<file path="src/sv/efba_pkg.sv">
// Shared types and constants for the exact-fit block allocator.
// No dependencies; imported by every module of the block.
`timescale 1ns / 1ps

package efba_pkg;

  localparam int unsigned DEFAULT_TABLE_ENTRIES = 64;
  localparam logic [31:0] BASE_ADDRESS_RESET    = 32'h0010_0000;

  // Request kinds carried on the input tuser bit.
  localparam logic ACT_ALLOC = 1'b0;
  localparam logic ACT_FREE  = 1'b1;

  // Register index decoded from the configuration address.
  localparam logic REG_BASE_ADDRESS = 1'b0;

  typedef enum logic [1:0] {
    ST_OK        = 2'd0,
    ST_NOMEM     = 2'd1,
    ST_NOT_FOUND = 2'd2
  } efba_status_t;

  // One row of the block table.
  typedef struct packed {
    logic [31:0] start_addr;
    logic [31:0] end_addr;
    logic        busy;
  } efba_entry_t;

endpackage

</file>
<file path="src/sv/efba_mem.sv">
// Block table storage: one write port, one registered read port.
// Uses efba_pkg for the entry type.
`timescale 1ns / 1ps

module efba_mem #(
  parameter int unsigned DEPTH = efba_pkg::DEFAULT_TABLE_ENTRIES,
  localparam int unsigned AW   = $clog2(DEPTH)
) (
  input  logic                 clk,
  input  logic                 we,
  input  logic [AW-1:0]        waddr,
  input  efba_pkg::efba_entry_t wdata,
  input  logic                 re,
  input  logic [AW-1:0]        raddr,
  output efba_pkg::efba_entry_t rdata
);
  import efba_pkg::*;

  efba_entry_t mem_q [DEPTH];

  always_ff @(posedge clk) begin
    if (we) begin
      mem_q[waddr] <= wdata;
    end
    if (re) begin
      rdata <= mem_q[raddr];
    end
  end

endmodule

</file>
<file path="config.mk">
export PLATFORM = sky130hd
export DESIGN_NAME = efba_mem
export DESIGN_NICKNAME = d
export VERILOG_FILES = /design/src/sv/efba_pkg.sv /design/src/sv/efba_mem.sv
export SDC_FILE = /design/constraint.sdc
export NUM_CORES = 2
export LEC_CHECK = 0
export BUFFER_PORTS_ARGS = -buffer_cell sky130_fd_sc_hd__buf_2
export CAP_MARGIN = 20
export CORE_UTILIZATION = 35
export DETAILED_ROUTE_END_ITERATION = 16
export GPL_TIMING_DRIVEN = 1
export PLACE_DENSITY_LB_ADDON = 0.1
export SLEW_MARGIN = 20
export SYNTH_ARGS = -nofsm -noshare
export SYNTH_HDL_FRONTEND = slang
export SYNTH_MEMORY_MAX_BITS = 65536
export SYNTH_SLANG_ARGS = --single-unit
</file>
<file path="constraint.sdc">
create_clock -name clk -period 16.7 [get_ports clk]
set_clock_uncertainty 0.2 [all_clocks]
set_input_delay 0.835 -clock clk [delete_from_list [all_inputs] [get_ports clk]]
set_output_delay 0.835 -clock clk [all_outputs]
set_load 0.02 [all_outputs]
</file>
==> results.toml <==
[critical_path]
ff2ff_path_depth = 4
end_kind = "flip-flop"
r2r_start = "mem_q[18][27]$_DFFE_PP_"
r2r_slack_ps = 14480
r2r_end = "rdata[27]$_DFFE_PP_"
worstPathRequired_ps = 17240
critical_path_arrival_ps = 5800
crit_type = "in2reg"
crit_fanout = 82
startpoint_type = "input pin"

[outcome]
outcome = "complete, no violations"

[drt]
num_vias = 78100
wl_per_cell_um = 40.6
met3_wirelength_um = 28700
vias_per_cell = 5.80
drt_iter0_markers = 8797
top_layer = "met5"
dr_wl_met2_um = 273000
wl_met1_um = 233000
drtPass1Iterations = 5
drc = 0
postRouteAntennaNets = 0
wirelength_um = 547000

[logic_synthesis]
synthCells = 6606
synth_area_leader_cell = "edfxtp_1"
synth_cell_types = 26
synth_top_area_share_pct = 79.8
ys_ff_latch = 4225
syn_nets = 6686
synth_area_leaders = "edfxtp_1 80%, mux4_2 15%, a22oi_1 1.2%, mux2i_1 0.65%, buf_2 0.59%"
netlist_area_mm2 = 0.159
ys_warn_count = 0
synth_seq_area_share_pct = 79.8
syn_area_per_cell_um2 = 24.1

[global_route]
antenna_found_initial = 58
grt_pass1_wl_um = 731000
grt_max_degree = 100
first_global_vias = 79500
grt_use_total_pct = 23.8
grt-ovfl-total = 0

[cts]
cts-buffers-inserted = 460
cts_tree = "done"
clkTransAtPathRegs_ps = 60
clk_latency_ps = 990
cts.sinks = 4225
post_cts_resized = 0
cts_root_buf = "clkbuf_16"
h-tree-depth = 5
cts_hold_buf = 0
cts_max_path_buffers = 4
post_cts_buffers = 0

[final_layout]
layout_common_cells = "4225 x edfxtp_1, 1040 x mux4_2, 467 x clkbuf_16"
drive_above_1_share_pct = 28.5
nNetsFinal = 7175
design_area_mm2 = 0.182
areaGrowthSynthToFinish_pct = 14.7
final_common_cell = "edfxtp_1"

[timing]
clock.fmax_ghz = 0.190
fin_crit_ps = 5250
final.setup.tns_ps = 0
max_slew_margin_pct = 17.0
finalCritPeriodShare_pct = 31.5
rsz0062_at_grt = "no"
setup_viol = 0
final_max_slew_viol_count = 0
worst-slew-pin-transition_ps = 1240
hold_slack_ps = 40.1
final_hold_viol_count = 0
setup_slack_ps = 11450

[die]
std_cell_rows = 247
initial_core_util_pct = 35.1
die_area_mm2 = 0.457
ios = 145
dieHeight_um = 676
core_mm2 = 0.452
die_x_um = 676

[hold_path]
holdCritPathClass = "in2reg"
whs_endpoint = "mem_q[26][6]$_DFFE_PP_"
min_path_cells = 1
hp-start = "wdata[6]"

[placement]
place.gp.congestion = 0.731
postPlaceCellArea_mm2 = 0.168
dp_worst_setup_slack_ps = 10250
dp_hpwl_um = 281000
port_buffers = 144

[pwr]
p_total_mw = 22.5
power.leakage_nw = 55.9
vdd_drop_max_mv = 0.0973
power_density_mw_per_mm2 = 123

[job]
cap_viol_max_count = 0
==> worst max path at each step <==
stage | to | cells after the start | slack [ps] | startpoint
final | rdata[63]$_DFFE_PP_ | 9 | 11450 | raddr[0]
after global routing | rdata[63]$_DFFE_PP_ | 9 | 11030 | raddr[0]
after CTS | rdata[63]$_DFFE_PP_ | 9 | 11340 | raddr[0]
after detailed placement | rdata[63]$_DFFE_PP_ | 9 | 10250 | raddr[0]
after global placement | rdata[63]$_DFFE_PP_ | 9 | 10170 | raddr[0]
after floorplan | mem_q[48][0]$_DFFE_PP_ | 4 | 10160 | waddr[3]
==> sequential cells by signal, summed over array words and instances (netlist names) <==
signal	flops
mem_q	4160
rdata	65
==> through the flow <==
| step | utilization [%] | instances |
|---|---|---|
| finish | 40.3 | 13500 |
| CTS | 40.2 | 13400 |
| floorplan | - | 6606 |
| global placement | 37.1 | 12600 |
| global route | 40.3 | 13400 |
| detailed placement | 37.2 | 12600 |
==> kinds of logic after synthesis <==
kind of cell | synth area share (%)
simple gates | 0.907
buf+inv | 1.20
mux | 15.4
flops | 79.8
compound gates | 2.71
==> cell type report <==
cell class	instances	area, µm²
tap	5976	7480
clock buffer	594	12200
fill	39800	270000
antenna	18	45.0
sequential	4225	127000
clock inverter	235	1790
multi-input combinational	2004	30800
timing repair buffer	404	3190
==> routing by layer <==
layer | track usage (%) | vias up
li1 | - | 29800
met1 | 33.1 | 44800
met2 | 40.4 | 2750
met3 | 2.68 | 705
met4 | 5.00 | 4
met5 | 0 | -
==> cell usage after synthesis, drive strengths merged <==
cell    count
a211oi     65
a22oi     260
and2        3
buf       257
clkbuf    120
edfxtp   4225
mux2i     103
mux4     1040
nand2       8
nand2b      9
nand3     115
nand3b     25
nand4       2
nand4b      1
nor2      112
nor2b       9
nor3        2
o211a      65
o221ai     46
o22ai     130
or2         2
or3         3
or3b        4
==> where the power goes <==
group / leakage [nW] / internal (mW) / total [mW] / switching (mW)
Combinational: 11.1 / 0.355 / 1.05 / 0.691
Sequential: 38.1 / 11.8 / 11.8 / 0.0401
Clock: 6.79 / 5.40 / 9.60 / 4.21
Total: 55.9 / 17.5 / 22.5 / 4.94
==> critical path, cell delays in order <==
cell and delay [ps]:
buf_12 490, buf_4 520, buf_4 720, buf_4 780, buf_4 860, mux4_2 600
a22oi_1 290, nand3_1 170, o211a_1 180
Note: power is estimated with default switching activity, not from simulation.
