===== src/sv/efba_pkg.sv =====
// Shared types and constants for the exact-fit block allocator.
// No dependencies; imported by every module of the block.
`timescale 1ns / 1ps

package efba_pkg;

  localparam int unsigned DEFAULT_TABLE_ENTRIES = 64;
  localparam logic [31:0] BASE_ADDRESS_RESET    = 32'h0010_0000;

  // Request kinds carried on the input tuser bit.
  localparam logic ACT_ALLOC = 1'b0;
  localparam logic ACT_FREE  = 1'b1;

  // Register index decoded from the configuration address.
  localparam logic REG_BASE_ADDRESS = 1'b0;

  typedef enum logic [1:0] {
    ST_OK        = 2'd0,
    ST_NOMEM     = 2'd1,
    ST_NOT_FOUND = 2'd2
  } efba_status_t;

  // One row of the block table.
  typedef struct packed {
    logic [31:0] start_addr;
    logic [31:0] end_addr;
    logic        busy;
  } efba_entry_t;

endpackage


===== src/sv/efba_alu.sv =====
// Shared 33-bit adder of the allocator: size compare, alignment round-up,
// end computation and ordering compare all run through it. Uses efba_pkg.
`timescale 1ns / 1ps

module efba_alu (
  input  logic [31:0] op_a,
  input  logic [31:0] op_b,
  input  logic        carry_in,
  output logic [32:0] sum
);
  import efba_pkg::*;

  assign sum = {1'b0, op_a} + {1'b0, op_b} + {32'd0, carry_in};

endmodule


===== config.mk =====
export PLATFORM = sky130hd
export DESIGN_NAME = efba_alu
export DESIGN_NICKNAME = d
export VERILOG_FILES = /design/src/sv/efba_pkg.sv /design/src/sv/efba_alu.sv
export SDC_FILE = /design/constraint.sdc
export NUM_CORES = 1
export LEC_CHECK = 0
export BUFFER_PORTS_ARGS = -buffer_cell sky130_fd_sc_hd__buf_2
export CAP_MARGIN = 20
export CORE_MARGIN = 5
export CORE_UTILIZATION = 52
export DETAILED_ROUTE_END_ITERATION = 16
export PLACE_DENSITY_LB_ADDON = 0.05
export SYNTH_ARGS = -nofsm -noshare
export SYNTH_HDL_FRONTEND = slang
export SYNTH_SLANG_ARGS = --single-unit

===== constraint.sdc =====
create_clock -name vclk -period 5.5
set_input_delay 1.1 -clock vclk [all_inputs]
set_output_delay 1.1 -clock vclk [all_outputs]
set_load 0.005 [all_outputs]

==> results.md, run 1 <==
- Die Footprint: 0.00486 sq mm
- Depth of the worst hold-timing path: 3
- Fraction of the yosys area taken by sequential cells: 0
- Core region area: 0.00339 sq mm
- Critical Path Source Type: input pin
- I/O Buffers: 98
- Commonest cells after routing, fill and taps aside: sky130_fd_sc_hd__buf_2, sky130_fd_sc_hd__a21oi_1, sky130_fd_sc_hd__ha_1
- Core Rows: 21
- HPWL Detailed: 4640 um
- Width of the die: 69.7 um
- Post-route ant nets: 0
- Final WL: 5310 um
- Syn Std Cell Area: 0.00185 sq mm
- Worst min-delay path endpoint: sum[0]
- Final routed wire length divided by cell count: 13.3 um
- Worst-case headroom to the max-slew limit: 0.539
- WP data required: 4.40 ns
- Average cell area after synthesis: 7.16 sq um
- Via count of the first global-routing pass: 2046
- Utilization of the core after routing: 0.695
- Clock buffer count in the final layout: 0
- Run status: completed
- Crit Path Class: in -> out
- Part of the power in registers: 0
- Initial Utilization: 0.547
- Post-detailed-route DRC marker count: 0
- Post-Synthesis Cells: 259
- Cell internal pwr: 0.142 mW
- Wire length of the first global-routing pass: 8930 um
- Total number of vias: 2333
- I/O pins: 98
- Maximum clock rate: 206 MHz
- Combinational power share: 1.000
- Most common cell after layout, fill and taps aside: sky130_fd_sc_hd__buf_2
- Vertical die dimension: 69.7 um
- Maxcap violations: 0
- Number of nets at the end of the flow: 452
- Quantity of hold-fixing buffers added after cts: 0
- Global-route congestion overflow total: 0
- Slew at the pin with the worst max-slew slack: 0.682 ns
- First-pass iteration count of the detailed router: 4
- Final period demand of the worst path: 4.85 ns
- Switching power: 0.165 mW
- Drt via density: 5.86
- Type of element capturing the critical path: primary output
- Antenna violations before repair: 0
- Final weighted congestion in routability-driven placement: 0.927
- Sequential cells: 0
- Final count of pins violating max slew: 0
- GRT Resource Usage Total: 0.204
- Leakage dissipation: 1.21 nW
- Aggregate negative setup slack: 0 ns
- Number of inserted diodes: 0
- Area growth, synth to finish: 27.1%
- Final worst-path cycle share: 0.881
- Total of cells resized after clock tree synthesis: 0
- Crit Path Max Fanout: 4
- Number of buffers added for setup after CTS: 0
- Net count after synthesis: 357
- Area taken by flip-flops and latches: 0 sq um
- Worst supply voltage drop on vdd: 0.0000617 V
- Synth unique cells: 52
- Part of the power in the clock network: 0
- Hold violation count in the final report: 0
- Yosys warning count: 0
- Setup repair after global routing missed its margin: no
- Setup-failing EPs final: 0
- Fraction of final layout cells with drive strength greater than 1: 0.310
- Worst endpoint data arrival time: 3.75 ns
- Initial drt markers: 164
- Sw Share: 0.538
- Beginning of the worst hold path: carry_in
- Power density over the cells: 130 mW/mm^2
- Path class of the lowest-slack min-delay path: in -> out
- Pin count of the biggest net entering global routing: 13
## how the worst max path moves through the flow
| stage | slack [ns] | to | from |
|---|---|---|---|
| 6_report | 0.65 | sum[28] | op_a[0] |
| 5_1_grt | 0.42 | sum[28] | op_a[0] |
| 4_1_cts | 0.69 | sum[28] | op_a[0] |
| 3_5_place_dp | 0.69 | sum[28] | op_a[0] |
| 3_3_place_gp | 0.77 | sum[28] | op_a[0] |
| 2_1_floorplan | 1.11 | sum[28] | op_a[0] |
## metrics by stage
| stage | worst slack (ns) | cells | power, mW | area (sq um) | hold slack [ns] |
|---|---|---|---|---|---|
| after detailed placement | 0.686 | 398 | 0.305 | 2360 | 2.53 |
| after floorplan | 1.11 | 259 | 0.201 | 1850 | 2.35 |
| after global routing | 0.419 | 398 | 0.343 | 2360 | 2.56 |
| final | 0.654 | 398 | 0.307 | 2360 | 2.53 |
| after CTS | 0.688 | 398 | 0.306 | 2360 | 2.53 |
| after global placement | 0.769 | 398 | 0.302 | 2360 | 2.52 |
## worst max-delay path: stages
cell and delay [ns]:
sky130_fd_sc_hd__buf_2 0.11, sky130_fd_sc_hd__fa_1 0.47, sky130_fd_sc_hd__fa_1 0.43, sky130_fd_sc_hd__a21oi_1 0.23, sky130_fd_sc_hd__o32ai_1 0.15, sky130_fd_sc_hd__o211ai_2 0.30, sky130_fd_sc_hd__a21o_1 0.23, sky130_fd_sc_hd__o21ai_2 0.09
sky130_fd_sc_hd__a2111oi_0 0.40, sky130_fd_sc_hd__a311oi_1 0.08, sky130_fd_sc_hd__buf_2 0.15
## cell families (layout without fill, tap and decap cells)
family | count (synthesis) | in the layout | share of synthesized area
AO/OA/AOI/OAI | 105 | 105 | 0.379
multiplexers | 1 | 1 | 0.00540
buffers and inverters | 12 | 105 | 0.0385
XOR/XNOR | 25 | 25 | 0.118
AND/OR/NAND/NOR | 83 | 83 | 0.229
adder cells (fa/ha/maj) | 33 | 33 | 0.231
## final cells by class
| cell class | count | area (sq um) |
|---|---|---|
| Tap cell | 46 | 57.6 |
| Multi-Input combinational cell | 247 | 1780 |
| Inverter | 7 | 26.3 |
| Fill cell | 339 | 1030 |
| Timing Repair Buffer | 98 | 490 |
## Yosys cell counts (2+ instances only)
master | count | share of area
sky130_fd_sc_hd__xor2_1 | 15 | 0.071
sky130_fd_sc_hd__a211o_1 | 3 | 0.014
sky130_fd_sc_hd__inv_1 | 6 | 0.012
sky130_fd_sc_hd__nand3_1 | 5 | 0.013
sky130_fd_sc_hd__and3_1 | 4 | 0.013
sky130_fd_sc_hd__or3_1 | 4 | 0.013
sky130_fd_sc_hd__fa_1 | 2 | 0.022
sky130_fd_sc_hd__a21o_1 | 12 | 0.049
sky130_fd_sc_hd__buf_6 | 3 | 0.018
sky130_fd_sc_hd__o31ai_1 | 3 | 0.012
sky130_fd_sc_hd__a211oi_1 | 6 | 0.024
sky130_fd_sc_hd__nor3_1 | 7 | 0.019
sky130_fd_sc_hd__nand4_1 | 8 | 0.027
sky130_fd_sc_hd__ha_1 | 31 | 0.21
sky130_fd_sc_hd__o21ai_1 | 8 | 0.022
sky130_fd_sc_hd__xnor2_1 | 10 | 0.047
sky130_fd_sc_hd__o21ai_0 | 12 | 0.032
sky130_fd_sc_hd__a21boi_1 | 2 | 0.0081
sky130_fd_sc_hd__a21oi_1 | 34 | 0.092
sky130_fd_sc_hd__o21a_1 | 4 | 0.016
sky130_fd_sc_hd__nor2_1 | 20 | 0.040
sky130_fd_sc_hd__o21bai_1 | 5 | 0.020
sky130_fd_sc_hd__nand2_1 | 23 | 0.047
sky130_fd_sc_hd__o211ai_1 | 4 | 0.016
## power by group through the flow
stage / logic (mW) / clock network (mW) / registers, mW
2_1_floorplan: 0.201 / 0 / 0
3_3_place_gp: 0.302 / 0 / 0
3_5_place_dp: 0.305 / 0 / 0
4_1_cts: 0.306 / 0 / 0
5_1_grt: 0.343 / 0 / 0
6_report: 0.307 / 0 / 0
## metal layers
layer,share of wire,vias up,GRT usage
met5,0,-,0
met4,0.011,0,0.0255
met3,0.094,8,0.0275
met2,0.44,108,0.333
met1,0.46,1037,0.290
li1,-,1180,-
No activity file was read; power rests on OpenSTA's default activity.
==> run 2: changes to the inputs <==
Settings changed: ABC_AREA set to 1, CORE_UTILIZATION 52 to 55, SETUP_SLACK_MARGIN set to 0.15.
==> results.md, run 2 <==
- Path class of the lowest-slack min-delay path: in -> out (unchanged)
- Combinational power share: 1.000 (about the same)
- Average cell area after synthesis: 4.74 sq um (was 7.16 sq um)
- Quantity of hold-fixing buffers added after cts: 0 (unchanged)
- Final WL: 7300 um (was 5310 um)
- Total number of vias: 3142 (was 2333)
- Part of the power in registers: 0 (about the same)
- Initial drt markers: 191 (was 164)
- Critical Path Source Type: input pin (unchanged)
- Yosys warning count: 0 (unchanged)
- Post-Layout Inst Area: 0.00295 sq mm (was 0.00236 sq mm)
- Total of cells resized after clock tree synthesis: 0 (unchanged)
- Grt met2 use: 0.404 (was 0.333)
- Antenna violations before repair: 0 (unchanged)
- Global-route congestion overflow total: 0 (unchanged)
- Crit Path Max Fanout: 4 (unchanged)
- Width of the die: 76.0 um (was 69.7 um)
- Power density over the cells: 112 mW/mm^2 (was 130 mW/mm^2)
- Net count after synthesis: 603 (was 357)
- Cells along the critical path: buf_2 -> fa_1 -> fa_1 -> nand3_1 -> nand3_1 -> nand2_1 -> nand2_2 -> nand3_1 -> nand3_1 -> nand2_1 -> nand2_1 -> buf_2 (was buf_2 -> fa_1 -> fa_1 -> a21oi_1 -> o32ai_1 -> o211ai_2 -> a21o_1 -> o21ai_2 -> a2111oi_0 -> a311oi_1 -> buf_2)
- Setup slack of the critical path after layout: 1.35 ns (was 0.654 ns)
- Worst supply voltage drop on vdd: 0.0000641 V (was 0.0000617 V)
- Type of element capturing the critical path: primary output (unchanged)
- Slowest stage cell, crit path: sky130_fd_sc_hd__fa_1 (unchanged)
- Global-route layer with the greatest usage: met2 (unchanged)
- First-pass iteration count of the detailed router: 5 (was 4)
- Total cell area at the placement stage: 0.00295 sq mm (was 0.00236 sq mm)
- Setup-failing EPs final: 0 (unchanged)
- Final count of pins violating max slew: 0 (unchanged)
- Sequential cells: 0 (unchanged)
- Die Footprint: 0.00577 sq mm (was 0.00486 sq mm)
- I/O pins: 98 (unchanged)
- Sw Share: 0.591 (was 0.538)
- Fraction of the yosys area taken by sequential cells: 0 (unchanged)
- Post-Synthesis Cells: 505 (was 259)
- Drt via density: 4.80 (was 5.86)
- Area contributors post-synth: sky130_fd_sc_hd__nand2_1, sky130_fd_sc_hd__inv_1, sky130_fd_sc_hd__ha_1 (was sky130_fd_sc_hd__ha_1, sky130_fd_sc_hd__a21oi_1, sky130_fd_sc_hd__xor2_1)
- Run status: completed (unchanged)
- Count of buffering cells on the critical path with inverters included: 2 (unchanged)
- Core Rows: 24 (was 21)
- Syn Std Cell Area: 0.00239 sq mm (was 0.00185 sq mm)
- Area taken by flip-flops and latches: 0 sq um (unchanged)
- Post-route ant nets: 0 (unchanged)
- Number of buffers added for setup after CTS: 0 (unchanged)
- Most common cell in the netlist: sky130_fd_sc_hd__nand2_1 (was sky130_fd_sc_hd__a21oi_1)
- Dominant cell type by area after synthesis: sky130_fd_sc_hd__nand2_1 (was sky130_fd_sc_hd__ha_1)
- Initial Utilization: 0.557 (was 0.547)
- Global-route met1 utilization: 0.343 (was 0.290)
- Most frequent cells after synthesis: sky130_fd_sc_hd__nand2_1, sky130_fd_sc_hd__inv_1, sky130_fd_sc_hd__nor2_1, sky130_fd_sc_hd__ha_1, sky130_fd_sc_hd__nand3_1 (was sky130_fd_sc_hd__a21oi_1, sky130_fd_sc_hd__ha_1, sky130_fd_sc_hd__nand2_1, sky130_fd_sc_hd__nor2_1, sky130_fd_sc_hd__xor2_1)
- Vertical die dimension: 76.0 um (was 69.7 um)
- Final period demand of the worst path: 4.15 ns (was 4.85 ns)
- Worst endpoint data arrival time: 3.05 ns (was 3.75 ns)
- Synth unique cells: 20 (was 52)
- Number of nets at the end of the flow: 703 (was 452)
- Gate family responsible for the most delay along the worst path: adder cells (was compound AO/OA/AOI/OAI gates)
- Beginning of the worst hold path: carry_in (unchanged)
- GRT Resource Usage Total: 0.239 (was 0.204)
- Total of fill cells in the finished design: 440 (was 339)
- CP max stage delay: 0.48 ns (was 0.47 ns)
- Clock buffer count in the final layout: 0 (unchanged)
- Commonest cells after routing, fill and taps aside: sky130_fd_sc_hd__nand2_1, sky130_fd_sc_hd__inv_1, sky130_fd_sc_hd__buf_2 (was sky130_fd_sc_hd__buf_2, sky130_fd_sc_hd__a21oi_1, sky130_fd_sc_hd__ha_1)
- Pin count of the biggest net entering global routing: 7 (was 13)
- Most common cell after layout, fill and taps aside: sky130_fd_sc_hd__nand2_1 (was sky130_fd_sc_hd__buf_2)
- Fraction of final layout cells with drive strength greater than 1: 0.177 (was 0.310)
- Crit Path Class: in -> out (unchanged)
- HPWL Detailed: 6610 um (was 4640 um)
- Hold violation count in the final report: 0 (unchanged)
- Aggregate negative setup slack: 0 ns (unchanged)
- Share of the synthesized area in the top cell type: 0.362 (was 0.209)
- Cell internal pwr: 0.135 mW (was 0.142 mW)
- Core region area: 0.00429 sq mm (was 0.00339 sq mm)
- Most frequent CP cell: sky130_fd_sc_hd__nand3_1
- Global Route met3 Usage: 0.00709 (was 0.0275)
- Wire length of the first global-routing pass: 12100 um (was 8930 um)
- Via count of the first global-routing pass: 2853 (was 2046)
- Setup repair after global routing missed its margin: no (unchanged)
- Start point of the critical path: op_a[0] (unchanged)
- Final weighted congestion in routability-driven placement: 0.985 (was 0.927)
- Worst slack after detailed placement: 1.36 ns (was 0.686 ns)
- Worst min-delay path endpoint: sum[0] (unchanged)
- Maximum clock rate: 241 MHz (was 206 MHz)
- Final routed wire length divided by cell count: 11.1 um (was 13.3 um)
- WP data required: 4.40 ns (about the same)
- Area growth, synth to finish: 23.2% (was 27.1%)
- I/O Buffers: 98 (unchanged)
- Leakage dissipation: 2.14 nW (was 1.21 nW)
- Slew at the pin with the worst max-slew slack: 0.278 ns (was 0.682 ns)
- Worst-case headroom to the max-slew limit: 0.814 (was 0.539)
- Switching power: 0.195 mW (was 0.165 mW)
- Maxcap violations: 0 (unchanged)
- Number of inserted diodes: 0 (unchanged)
- Post-detailed-route DRC marker count: 0 (unchanged)
- Part of the power in the clock network: 0 (about the same)
- Depth of the worst hold-timing path: 3 (unchanged)
- Final worst-path cycle share: 0.754 (was 0.881)
run 2: worst max-delay path by stage:
stage	to	slack [ns]	cells after the start
6_report	sum[32]	1.35	12
2_1_floorplan	sum[28]	1.73	12
3_5_place_dp	sum[20]	1.36	14
3_3_place_gp	sum[28]	1.41	14
5_1_grt	sum[28]	1.17	14
4_1_cts	sum[28]	1.36	14
run 2: layout make-up:
type | count | area (sq um) | share of cell area
multi-input cells | 388 | 1950 | 0.663
repair buffers | 98 | 490 | 0.166
inverters | 117 | 439 | 0.149
well taps | 52 | 65.1 | 0.0221
run 2: cell families after synthesis:
family / Yosys count / synth area share
AO/OA/AOI/OAI: 24 / 0.0523
adder cells (fa/ha/maj): 33 / 0.179
AND/OR/NAND/NOR: 316 / 0.531
buffers and inverters: 117 / 0.183
XOR/XNOR: 15 / 0.0549
run 2: power groups by stage:
stage                     registers [mW]  clock network (mW)  logic [mW]
after floorplan                        0                   0       0.208
after global placement                 0                   0       0.322
after detailed placement               0                   0       0.327
after CTS                              0                   0       0.328
after global routing                   0                   0       0.373
final                                  0                   0       0.329
run 2: through the flow:
step            util  instances  hold slack [ns]  total power, mW
2_1_floorplan      -        505             2.35            0.208
3_3_place_gp   0.687        655             2.53            0.322
3_5_place_dp   0.687        655             2.55            0.327
4_1_cts        0.687        655             2.55            0.328
5_1_grt        0.687        655             2.57            0.373
6_report       0.687        655             2.55            0.329
run 2: layer usage:
metal,share of wire,routed length (um)
met2,0.45,3280
met5,0,0
met3,0.073,536
met4,0.015,108
met1,0.46,3370
==> run 3: changes to the inputs <==
Settings changed: CORE_UTILIZATION 55 to 52.
Clock period 5.5 ns to 4 ns, I/O delays scaled along.
==> results.md, run 3 (synthesized netlist as in run 2, its figures left out) <==
- Run status: completed (unchanged)
- Grt met2 use: 0.392 (was 0.404)
- I/O pins: 98 (unchanged)
- Post-route ant nets: 0 (unchanged)
- Setup-failing EPs final: 0 (unchanged)
- Final routed wire length divided by cell count: 11.1 um (about the same)
- Via count of the first global-routing pass: 2841 (was 2853)
- Most common cell after layout, fill and taps aside: sky130_fd_sc_hd__nand2_1 (unchanged)
- Hold violation count in the final report: 0 (unchanged)
- Number of inserted diodes: 0 (unchanged)
- Gate family responsible for the most delay along the worst path: adder cells (unchanged)
- WP data required: 3.20 ns (was 4.40 ns)
- Sequential cells: 0 (unchanged)
- Number of buffers added for setup after CTS: 0 (unchanged)
- Drt via density: 4.93 (was 4.80)
- Total cell area at the placement stage: 0.00295 sq mm (unchanged)
- Utilization of the core after routing: 0.668 (was 0.687)
- Depth of the worst hold-timing path: 3 (unchanged)
- Count of buffering cells on the critical path with inverters included: 2 (unchanged)
- Post-detailed-route DRC marker count: 0 (unchanged)
- Crit Path Max Fanout: 4 (unchanged)
- Global-route layer with the greatest usage: met2 (unchanged)
- First-pass iteration count of the detailed router: 5 (unchanged)
- Initial drt markers: 191 (unchanged)
- Area taken by flip-flops and latches: 0 sq um (unchanged)
- Vertical die dimension: 77.8 um (was 76.0 um)
- Clock buffer count in the final layout: 0 (unchanged)
- Initial Utilization: 0.542 (was 0.557)
- CP max stage delay: 0.49 ns (was 0.48 ns)
- Aggregate negative setup slack: 0 ns (unchanged)
- Slowest stage cell, crit path: sky130_fd_sc_hd__fa_1 (unchanged)
- Maxcap violations: 0 (unchanged)
- Total number of vias: 3226 (was 3142)
- Final period demand of the worst path: 3.58 ns
- Setup repair after global routing missed its margin: no (unchanged)
- Final WL: 7290 um (was 7300 um)
- Final weighted congestion in routability-driven placement: 1.02 (was 0.985)
- Pin count of the biggest net entering global routing: 7 (unchanged)
- Worst endpoint data arrival time: 2.78 ns (was 3.05 ns)
- Path class of the lowest-slack min-delay path: in -> out (unchanged)
- Quantity of hold-fixing buffers added after cts: 0 (unchanged)
- Final count of pins violating max slew: 0 (unchanged)
- Core region area: 0.00441 sq mm (was 0.00429 sq mm)
- Global Route met3 Usage: 0.0162 (was 0.00709)
- Antenna violations before repair: 0 (unchanged)
- Worst supply voltage drop on vdd: 0.000117 V (was 0.0000641 V)
- Power density over the cells: 154 mW/mm^2 (was 112 mW/mm^2)
- Most frequent CP cell: sky130_fd_sc_hd__nand3_1 (unchanged)
- Total power of the final layout: 0.455 mW (was 0.329 mW)
- Global-route congestion overflow total: 0 (unchanged)
- GRT Resource Usage Total: 0.227 (was 0.239)
- Fraction of final layout cells with drive strength greater than 1: 0.177 (unchanged)
- Die Footprint: 0.00606 sq mm (was 0.00577 sq mm)
- Beginning of the worst hold path: carry_in (unchanged)
- Slew at the pin with the worst max-slew slack: 0.285 ns (was 0.278 ns)
- Type of element capturing the critical path: primary output (unchanged)
- Post-Layout Inst Area: 0.00295 sq mm (unchanged)
- Core Rows: 24 (unchanged)
- Crit Path Class: in -> out (unchanged)
- Leakage dissipation: 2.14 nW (unchanged)
- Number of nets at the end of the flow: 703 (unchanged)
- Commonest cells after routing, fill and taps aside: sky130_fd_sc_hd__nand2_1, sky130_fd_sc_hd__inv_1, sky130_fd_sc_hd__buf_2 (unchanged)
- Final worst-path cycle share: 0.894
- Cells along the critical path: buf_2 -> fa_1 -> fa_1 -> nand3_1 -> nand3_1 -> nand2_1 -> nand2_2 -> nand3_1 -> nand3_1 -> nand2_1 -> nand2_1 -> buf_2 (unchanged)
- I/O Buffers: 98 (unchanged)
- Area growth, synth to finish: 23.2% (unchanged)
- Worst min-delay path endpoint: sum[0] (unchanged)
- HPWL Detailed: 6600 um (was 6610 um)
- Worst-case headroom to the max-slew limit: 0.808 (was 0.814)
- Width of the die: 77.8 um (was 76.0 um)
- Global-route met1 utilization: 0.320 (was 0.343)
- Critical Path Source Type: input pin (unchanged)
- Wire length of the first global-routing pass: 12000 um (was 12100 um)
- Total of cells resized after clock tree synthesis: 0 (unchanged)
- Maximum clock rate: 280 MHz
## run 3: cell counts in the layout (fill, tap and decap cells not counted)
No cell type changed its count.
## run 3: metrics by stage
step	hold WS, ns	setup WS (ns)	cells
after floorplan	1.75	0.829	505
after global placement	1.93	0.503	655
after detailed placement	1.93	0.439	655
after CTS	1.93	0.438	655
after global routing	1.94	0.271	655
final	1.93	0.423	655
## run 3: worst min-delay path, stage by stage
cell and delay [ns]:
sky130_fd_sc_hd__buf_2 0.08, sky130_fd_sc_hd__fa_1 0.14, sky130_fd_sc_hd__buf_2 0.10
## run 3: cell type report
cell class / instances / area [sq um]
multi-input combinational: 388 / 1950
fill: 494 / 1470
timing repair buffer: 98 / 490
inverter: 117 / 439
tap: 52 / 65.1
## run 3: report_power, final
group          internal (mW)  switching (mW)
Clock                      0               0
Sequential                 0               0
Combinational          0.185           0.270
## run 3: worst max path at each step
stage / start / to / slack (ns) / depth (start not counted)
2_1_floorplan: op_a[0] / sum[28] / 0.83 / 12
3_3_place_gp: op_a[0] / sum[28] / 0.50 / 14
3_5_place_dp: op_a[0] / sum[28] / 0.44 / 14
4_1_cts: op_a[0] / sum[20] / 0.44 / 14
5_1_grt: op_a[0] / sum[24] / 0.27 / 12
6_report: op_a[0] / sum[32] / 0.42 / 12
## run 3: per-layer routing
metal  share of wire  up-vias
li1                -     1697
met5               0        -
met4          0.0040        0
met1            0.45     1386
met2            0.46      139
met3           0.086        4
